==> src/lss_pkg.sv <==
package lss_pkg;

	localparam int STACK_DEPTH = 32;
	localparam int DATA_W      = 32;
	localparam int CMD_W       = 3;
	localparam int STATUS_W    = 3;
	localparam int POS_W       = 6;

	localparam logic [CMD_W-1:0] CMD_PUSH   = 3'd0;
	localparam logic [CMD_W-1:0] CMD_POP    = 3'd1;
	localparam logic [CMD_W-1:0] CMD_SEARCH = 3'd2;
	localparam logic [CMD_W-1:0] CMD_LIST   = 3'd3;
	localparam logic [CMD_W-1:0] CMD_CLEAR  = 3'd4;

	localparam logic [STATUS_W-1:0] STAT_OK       = 3'd0;
	localparam logic [STATUS_W-1:0] STAT_OVERFLOW = 3'd1;
	localparam logic [STATUS_W-1:0] STAT_EMPTY    = 3'd2;
	localparam logic [STATUS_W-1:0] STAT_MATCH    = 3'd3;
	localparam logic [STATUS_W-1:0] STAT_NOTFOUND = 3'd4;
	localparam logic [STATUS_W-1:0] STAT_LISTED   = 3'd5;
	localparam logic [STATUS_W-1:0] STAT_FOUND    = 3'd6;

	typedef enum logic [1:0] {
		ST_IDLE,
		ST_POP,
		ST_WALK
	} state_t;

endpackage

==> src/lss_ram.sv <==
module lss_ram #(
	parameter int WIDTH = 32,
	parameter int DEPTH = 32
) (
	input  logic                     clk,
	input  logic                     we,
	input  logic [$clog2(DEPTH)-1:0] waddr,
	input  logic [WIDTH-1:0]         wdata,
	input  logic                     re,
	input  logic [$clog2(DEPTH)-1:0] raddr,
	output logic [WIDTH-1:0]         rdata
);

	logic [WIDTH-1:0] mem_q [DEPTH];
	logic [WIDTH-1:0] rdata_q;

	always_ff @(posedge clk) begin
		if (we) begin
			mem_q[waddr] <= wdata;
		end
		if (re) begin
			rdata_q <= mem_q[raddr];
		end
	end

	assign rdata = rdata_q;

endmodule

==> src/lifo_stack_with_search.sv <==
// LIFO stack of signed 32-bit words with a linear search from the top.
// Input channel s_*: one item per command (push, pop, search, list, clear).
// Output channel m_*: result items; m_tlast marks the final item of a command.
// Push, clear, and a pop, search or list on an empty stack give their result
// in the cycle after the item is accepted; reserved commands give none. Pop
// fetches the top word from the single-port-read stack RAM, so its result
// passes the RAM read register and then the output register. Search and list
// read the RAM one entry per cycle from the top while no stall holds the walk;
// a search ends with a closing item after its matches.
// A new item is accepted only while no command is in progress and the
// output register is free or being emptied in the same cycle.
// When the receiver stalls, the output register holds its item and the RAM walk
// pauses at the next list entry or search match, held at the RAM output.
// Reset empties the stack and the output register at once; the RAM contents
// are not cleared and are only read below the entry count.
module lifo_stack_with_search #(
	parameter int STACK_DEPTH = lss_pkg::STACK_DEPTH
) (
	input  logic        clk,
	input  logic        arst_n,
	input  logic        s_tvalid,
	output logic        s_tready,
	// Fields from bit 0: command[2:0], data_value[34:3], zero fill[39:35].
	input  logic [39:0] s_tdata,
	output logic        m_tvalid,
	input  logic        m_tready,
	// Fields from bit 0: status[2:0], result_value[34:3], position[40:35],
	// match_count[46:41], zero fill[47].
	output logic [47:0] m_tdata,
	output logic        m_tlast
);

	localparam int AW    = $clog2(STACK_DEPTH);
	localparam int CNT_W = $clog2(STACK_DEPTH + 1);
	localparam int DW    = lss_pkg::DATA_W;
	localparam int PW    = lss_pkg::POS_W;
	localparam int SW    = lss_pkg::STATUS_W;

	lss_pkg::state_t state_q, state_d;

	logic [CNT_W-1:0] count_q, count_d;
	logic [CNT_W:0]   next_pos_q, next_pos_d;
	logic [CNT_W-1:0] pos_s1, pos_d;
	logic             pend_s1, pend_d;
	logic [CNT_W-1:0] matches_q, matches_d;
	logic [DW-1:0]    key_q, key_d;
	logic             search_q, search_d;

	logic             out_valid_q;
	logic [SW-1:0]    out_status_q, ld_status;
	logic [DW-1:0]    out_value_q, ld_value;
	logic [PW-1:0]    out_pos_q, ld_pos;
	logic [PW-1:0]    out_mc_q, ld_mc;
	logic             out_last_q, ld_last;
	logic             load_out;

	logic             ram_we, ram_re;
	logic [AW-1:0]    ram_waddr, ram_raddr;
	logic [DW-1:0]    ram_rdata;

	logic [lss_pkg::CMD_W-1:0] in_cmd;
	logic [DW-1:0]    in_word;
	logic             out_free, full, empty, consume, issue, walk_done;
	logic [CNT_W:0]   walk_addr;
	logic [CNT_W-1:0] top_addr;

	assign in_cmd    = s_tdata[2:0];
	assign in_word   = s_tdata[34:3];
	assign out_free  = !out_valid_q || m_tready;
	assign full      = count_q == CNT_W'(STACK_DEPTH);
	assign empty     = count_q == '0;
	assign top_addr  = count_q - 1'b1;
	assign walk_addr = {1'b0, count_q} - next_pos_q;
	assign walk_done = next_pos_q > {1'b0, count_q};

	lss_ram #(
		.WIDTH(DW),
		.DEPTH(STACK_DEPTH)
	) u_ram (
		.clk  (clk),
		.we   (ram_we),
		.waddr(ram_waddr),
		.wdata(in_word),
		.re   (ram_re),
		.raddr(ram_raddr),
		.rdata(ram_rdata)
	);

	always_comb begin
		state_d    = state_q;
		count_d    = count_q;
		next_pos_d = next_pos_q;
		pos_d      = pos_s1;
		pend_d     = pend_s1;
		matches_d  = matches_q;
		key_d      = key_q;
		search_d   = search_q;
		s_tready   = 1'b0;
		load_out   = 1'b0;
		ld_status  = lss_pkg::STAT_OK;
		ld_value   = '0;
		ld_pos     = '0;
		ld_mc      = '0;
		ld_last    = 1'b1;
		ram_we     = 1'b0;
		ram_waddr  = count_q[AW-1:0];
		ram_re     = 1'b0;
		ram_raddr  = top_addr[AW-1:0];
		consume    = 1'b0;
		issue      = 1'b0;
		case (state_q)
			lss_pkg::ST_IDLE: begin
				s_tready = out_free;
				if (s_tvalid && out_free) begin
					case (in_cmd)
						lss_pkg::CMD_PUSH: begin
							load_out = 1'b1;
							if (full) begin
								ld_status = lss_pkg::STAT_OVERFLOW;
							end else begin
								ram_we   = 1'b1;
								count_d  = count_q + 1'b1;
								ld_value = in_word;
								ld_pos   = PW'(1);
							end
						end
						lss_pkg::CMD_POP: begin
							if (empty) begin
								load_out  = 1'b1;
								ld_status = lss_pkg::STAT_EMPTY;
							end else begin
								ram_re  = 1'b1;
								count_d = top_addr;
								state_d = lss_pkg::ST_POP;
							end
						end
						lss_pkg::CMD_SEARCH, lss_pkg::CMD_LIST: begin
							key_d     = in_word;
							search_d  = in_cmd == lss_pkg::CMD_SEARCH;
							matches_d = '0;
							if (empty) begin
								load_out = 1'b1;
								if (in_cmd == lss_pkg::CMD_SEARCH) begin
									ld_status = lss_pkg::STAT_NOTFOUND;
									ld_value  = in_word;
								end else begin
									ld_status = lss_pkg::STAT_EMPTY;
								end
							end else begin
								ram_re     = 1'b1;
								pend_d     = 1'b1;
								pos_d      = CNT_W'(1);
								next_pos_d = (CNT_W + 1)'(2);
								state_d    = lss_pkg::ST_WALK;
							end
						end
						lss_pkg::CMD_CLEAR: begin
							load_out = 1'b1;
							count_d  = '0;
						end
						default: begin
						end
					endcase
				end
			end
			lss_pkg::ST_POP: begin
				load_out = 1'b1;
				ld_value = ram_rdata;
				ld_pos   = PW'(1);
				state_d  = lss_pkg::ST_IDLE;
			end
			lss_pkg::ST_WALK: begin
				ld_value = ram_rdata;
				ld_pos   = PW'(pos_s1);
				ld_last  = 1'b0;
				if (pend_s1) begin
					if (search_q) begin
						if (ram_rdata != key_q) begin
							consume = 1'b1;
						end else if (out_free) begin
							consume   = 1'b1;
							load_out  = 1'b1;
							ld_status = lss_pkg::STAT_MATCH;
							matches_d = matches_q + 1'b1;
						end
					end else if (out_free) begin
						consume   = 1'b1;
						load_out  = 1'b1;
						ld_status = lss_pkg::STAT_LISTED;
						ld_last   = pos_s1 == count_q;
						if (pos_s1 == count_q) begin
							state_d = lss_pkg::ST_IDLE;
						end
					end
				end
				issue     = (!pend_s1 || consume) && !walk_done;
				ram_re    = issue;
				ram_raddr = walk_addr[AW-1:0];
				if (issue) begin
					pend_d     = 1'b1;
					pos_d      = next_pos_q[CNT_W-1:0];
					next_pos_d = next_pos_q + 1'b1;
				end else if (consume) begin
					pend_d = 1'b0;
				end
				if (!pend_s1 && walk_done) begin
					if (search_q) begin
						if (out_free) begin
							load_out  = 1'b1;
							ld_status = (matches_q != '0) ? lss_pkg::STAT_FOUND
							                              : lss_pkg::STAT_NOTFOUND;
							ld_value  = key_q;
							ld_pos    = '0;
							ld_mc     = PW'(matches_q);
							ld_last   = 1'b1;
							state_d   = lss_pkg::ST_IDLE;
						end
					end else begin
						state_d = lss_pkg::ST_IDLE;
					end
				end
			end
			default: begin
				state_d = lss_pkg::ST_IDLE;
			end
		endcase
	end

	always_ff @(posedge clk or negedge arst_n) begin
		if (!arst_n) begin
			state_q     <= lss_pkg::ST_IDLE;
			count_q     <= '0;
			pend_s1     <= 1'b0;
			out_valid_q <= 1'b0;
		end else begin
			state_q <= state_d;
			count_q <= count_d;
			pend_s1 <= pend_d;
			if (load_out) begin
				out_valid_q <= 1'b1;
			end else if (m_tready) begin
				out_valid_q <= 1'b0;
			end
		end
	end

	always_ff @(posedge clk) begin
		next_pos_q <= next_pos_d;
		pos_s1     <= pos_d;
		matches_q  <= matches_d;
		key_q      <= key_d;
		search_q   <= search_d;
		if (load_out) begin
			out_status_q <= ld_status;
			out_value_q  <= ld_value;
			out_pos_q    <= ld_pos;
			out_mc_q     <= ld_mc;
			out_last_q   <= ld_last;
		end
	end

	assign m_tvalid = out_valid_q;
	assign m_tdata  = {1'b0, out_mc_q, out_pos_q, out_value_q, out_status_q};
	assign m_tlast  = out_last_q;

endmodule

==> config.mk <==
export PLATFORM = sky130hd
export DESIGN_NAME = lifo_stack_with_search
export DESIGN_NICKNAME = d
export VERILOG_FILES = /design/src/lss_pkg.sv /design/src/lss_ram.sv /design/src/lifo_stack_with_search.sv
export SDC_FILE = /design/constraint.sdc
export NUM_CORES = 2
export LEC_CHECK = 0
export BUFFER_PORTS_ARGS = -buffer_cell sky130_fd_sc_hd__buf_2
export CAP_MARGIN = 20
export CELL_PAD_IN_SITES_DETAIL_PLACEMENT = 0
export CELL_PAD_IN_SITES_GLOBAL_PLACEMENT = 1
export CORE_MARGIN = 5
export CORE_UTILIZATION = 40
export CTS_BUF_LIST = sky130_fd_sc_hd__clkbuf_4
export CTS_CLUSTER_SIZE = 25
export DETAILED_ROUTE_END_ITERATION = 7
export PLACE_DENSITY_LB_ADDON = 0.1
export SETUP_SLACK_MARGIN = 0.4
export SYNTH_ARGS = -nofsm -noshare
export SYNTH_HDL_FRONTEND = slang
export SYNTH_SLANG_ARGS = --single-unit
export TNS_END_PERCENT = 20
==> constraint.sdc <==
create_clock -name clk -period 7.36 [get_ports clk]
set_input_delay 0.736 -clock clk [delete_from_list [all_inputs] [get_ports clk]]
set_output_delay 0.736 -clock clk [all_outputs]
set_load 0.02 [all_outputs]
==> results_dict.tcl <==
set metrics [dict create \
    fin_setup_tns_ps 0 \
    grt_pass1_wl_um 223200 \
    ant_nets 0 \
    syn_avg_cell_area_um2 14.75 \
    crit_arrival_ps 6200 \
    post_cts_buffers 0 \
    path_clk_slew_ps 60 \
    synth_adder_area_share_pct 0.4715 \
    power_density_nw_per_um2 464.8 \
    rsz0062_at_grt "false" \
    grt_pass1_vias 32410 \
    grt_usage_pct 23.30 \
    ctsResizeCount 0 \
    synth_cells 3347 \
    seq_area_frac_synth_pct 70.84 \
    grt_max_degree 197 \
    drv_slew 0 \
    core_um2 122200 \
    place_congestion 0.8013 \
    rows 128 \
    final_cells 5449 \
    start_util_pct 40.39 \
    cts_sinks 1166 \
    synth_edf_count 1156 \
    slew_headroom_pct 25.41 \
    synth-main-ff-cell "edfxtp_1" \
    clk_latency_ps 1250 \
    drt_iter0_markers 2799 \
    start_kind "flip-flop" \
    worstSetupPathType "flip-flop to flip-flop" \
    port_buffers 88 \
    clock_path_buffers 4 \
    synth_compound_area_share_pct 13.49 \
    period_share_pct 71.29 \
    setup_viol 0 \
    holdBufCountCts 41 \
    cap_violations 0 \
    synthArstFlopShare_pct 0.8576 \
    synthTopCellsByArea "edfxtp_1 (70%), a211oi_1 (12%), mux2i_1 (5.2%)" \
    synth_cell_type_count 58 \
    grt_overflow 0 \
    tightestPinTransition_ps 1119 \
    placed_cells 4853 \
    pre_cts_ws_ps 2124 \
    worst_hold_path_type "input port to flip-flop" \
    die_height_um 361.3 \
    cts_made_buffers 329 \
    synthSimpleGateAreaFrac_pct 4.292 \
    synth_nets 3409 \
    synth_mux_area_share_pct 5.220 \
    dp_hpwl_um 83270 \
    synth_top_family_by_area "compound AO/OA/AOI/OAI gates" \
    worst_slack_ps 2113 \
    avgRoutedWirePerCell_um 28.44 \
    worstSetupEndpointType "flip-flop" \
    vdd_drop_max_mv 0.6147 \
    fill_cells 10850 \
    grt_antenna_before_repair 17 \
    yosys.area.top_type "edfxtp_1" \
    crit_fanout 67 \
    nets 3667 \
    finalHoldViolCount 0 \
    die_area_um2 130500 \
    vias 32050 \
    period_needed_ps 5247 \
    status "complete, no violations" \
    dr.pass1.iters 6 \
    yosys_register_bits 1166 \
    yosys.area_share.xor_xnor_pct 0.9405 \
    mostFrequentLayoutCell "edfxtp_1" \
    drc 0 \
    syn_area_um2 49350 \
    fin_worst_skew_ps 68.14 \
    ioPinCount 95 \
    cts_tree "built" \
    synth.top_cell.area_share_pct 70.33 \
    drt_wl_total_um 155000 \
    yosysWarningCount 0 \
    fmax_mhz 190.6 \
    vias_per_cell 5.881 \
    fp.dieW_um 361.3 \
    required_ps 8320 \
    root_buffer "clkbuf_4" \
    final_cell_mix "edfxtp_1 (1156), a211oi_1 (769), clkbuf_4 (469), inv_1 (278), mux2i_1 (256)" \
    area_delta_synth_final_pct 13.79 \
    drive_gt1_share_pct 19.09 \
    h-tree-depth 5 \
    power.leakage_uw 0.01892 \
    hold_ws_ps 567.0 \
]
synth_stat cells (all sizes together) (5+ instances only):
master / instances
dfrtp: 10
clkbuf: 205
nand2: 60
o21ai: 15
mux2i: 257
nand3: 50
a31oi: 5
a211oi: 769
nor2b: 5
o211ai: 33
nor4: 174
xor2: 43
a21oi: 10
inv: 278
buf: 88
and3: 11
nor2: 63
edfxtp: 1156
xnor2: 10
ha: 17
a32oi: 32
nor3: 9
a21o: 5
routing by layer:
metal | share of wire [%] | track usage [%] | routed length [µm]
met5 | 0.050 | 0 | 78
met4 | 3.3 | 8.948 | 5131
met3 | 7.2 | 5.723 | 11120
met2 | 46 | 36.34 | 70740
met1 | 44 | 31.70 | 67900
cell families after synthesis:
family	count (synthesis)
flip-flops	1166
AO/OA/AOI/OAI	888
buffers and inverters	572
AND/OR/NAND/NOR	392
multiplexers	257
XOR/XNOR	53
adder cells (fa/ha/maj)	18
other	1
power by group:
part           total, µW  switching (µW)  internal (µW)
Sequential          8040             230           7810
Combinational      12400            8660           3780
Clock               5630            2620           3010
path summary, 6_finish.rpt:
kind / start / to / slack [ps] / cells past startpoint
setup / recovery: count_q[0] / u_ram.rdata[3] / 2110 / 12
hold / removal: s_tdata[1] / state_q[0] / 570 / 4
setup reg to reg: count_q[0] / u_ram.rdata[3] / 2110 / 12
hold reg to reg: pos_s1[2] / out_pos_q[2] / 630 / 1
max in group asynchronous: arst_n / count_q[4] / 6420 / 3
min in group asynchronous: arst_n / m_tvalid / 590 / 3
sequential cells by signal (all words and copies together), names as in the netlist:
| register | count |
|---|---|
| count_q | 6 |
| key_q | 32 |
| m_tlast | 1 |
| m_tvalid | 1 |
| matches_q | 6 |
| next_pos_q | 7 |
| out_mc_q | 6 |
| out_pos_q | 6 |
| out_status_q | 3 |
| out_value_q | 32 |
| pend_s1 | 1 |
| pos_s1 | 6 |
| search_q | 1 |
| state_q | 2 |
| u_ram.mem_q | 1024 |
| u_ram.rdata | 32 |
critical path: stages (launching register included):
cell and delay [ps]:
dfrtp_1 620, inv_1 250, ha_1 270, inv_1 70, fa_1 450, nor3b_4 400
a21o_4 750, buf_12 460, buf_4 420, a211oi_1 140, a211oi_1 320, nor4_1 90
nor4_1 620
layout make-up:
| cell class | count | area, µm² | area share [%] |
|---|---|---|---|
| sequential | 1166 | 34960 | 62.26 |
| antenna | 5 | 12.51 | 0.02228 |
| multi-input combinational | 1609 | 12450 | 22.17 |
| timing repair buffer | 220 | 1754 | 3.124 |
| tap | 1625 | 2033 | 3.620 |
| inverter | 279 | 1047 | 1.865 |
| clock buffer | 468 | 3513 | 6.256 |
| clock inverter | 77 | 384.1 | 0.6840 |
through the flow:
step	power, µW	util (%)	instance area (µm²)
2_1_floorplan	16090	-	49350
3_3_place_gp	20410	42.36	51760
3_5_place_dp	20510	42.38	51780
4_1_cts	26230	45.90	56090
5_1_grt	27450	45.95	56160
6_report	26110	45.96	56160
No activity file was read; power rests on OpenSTA's default activity.
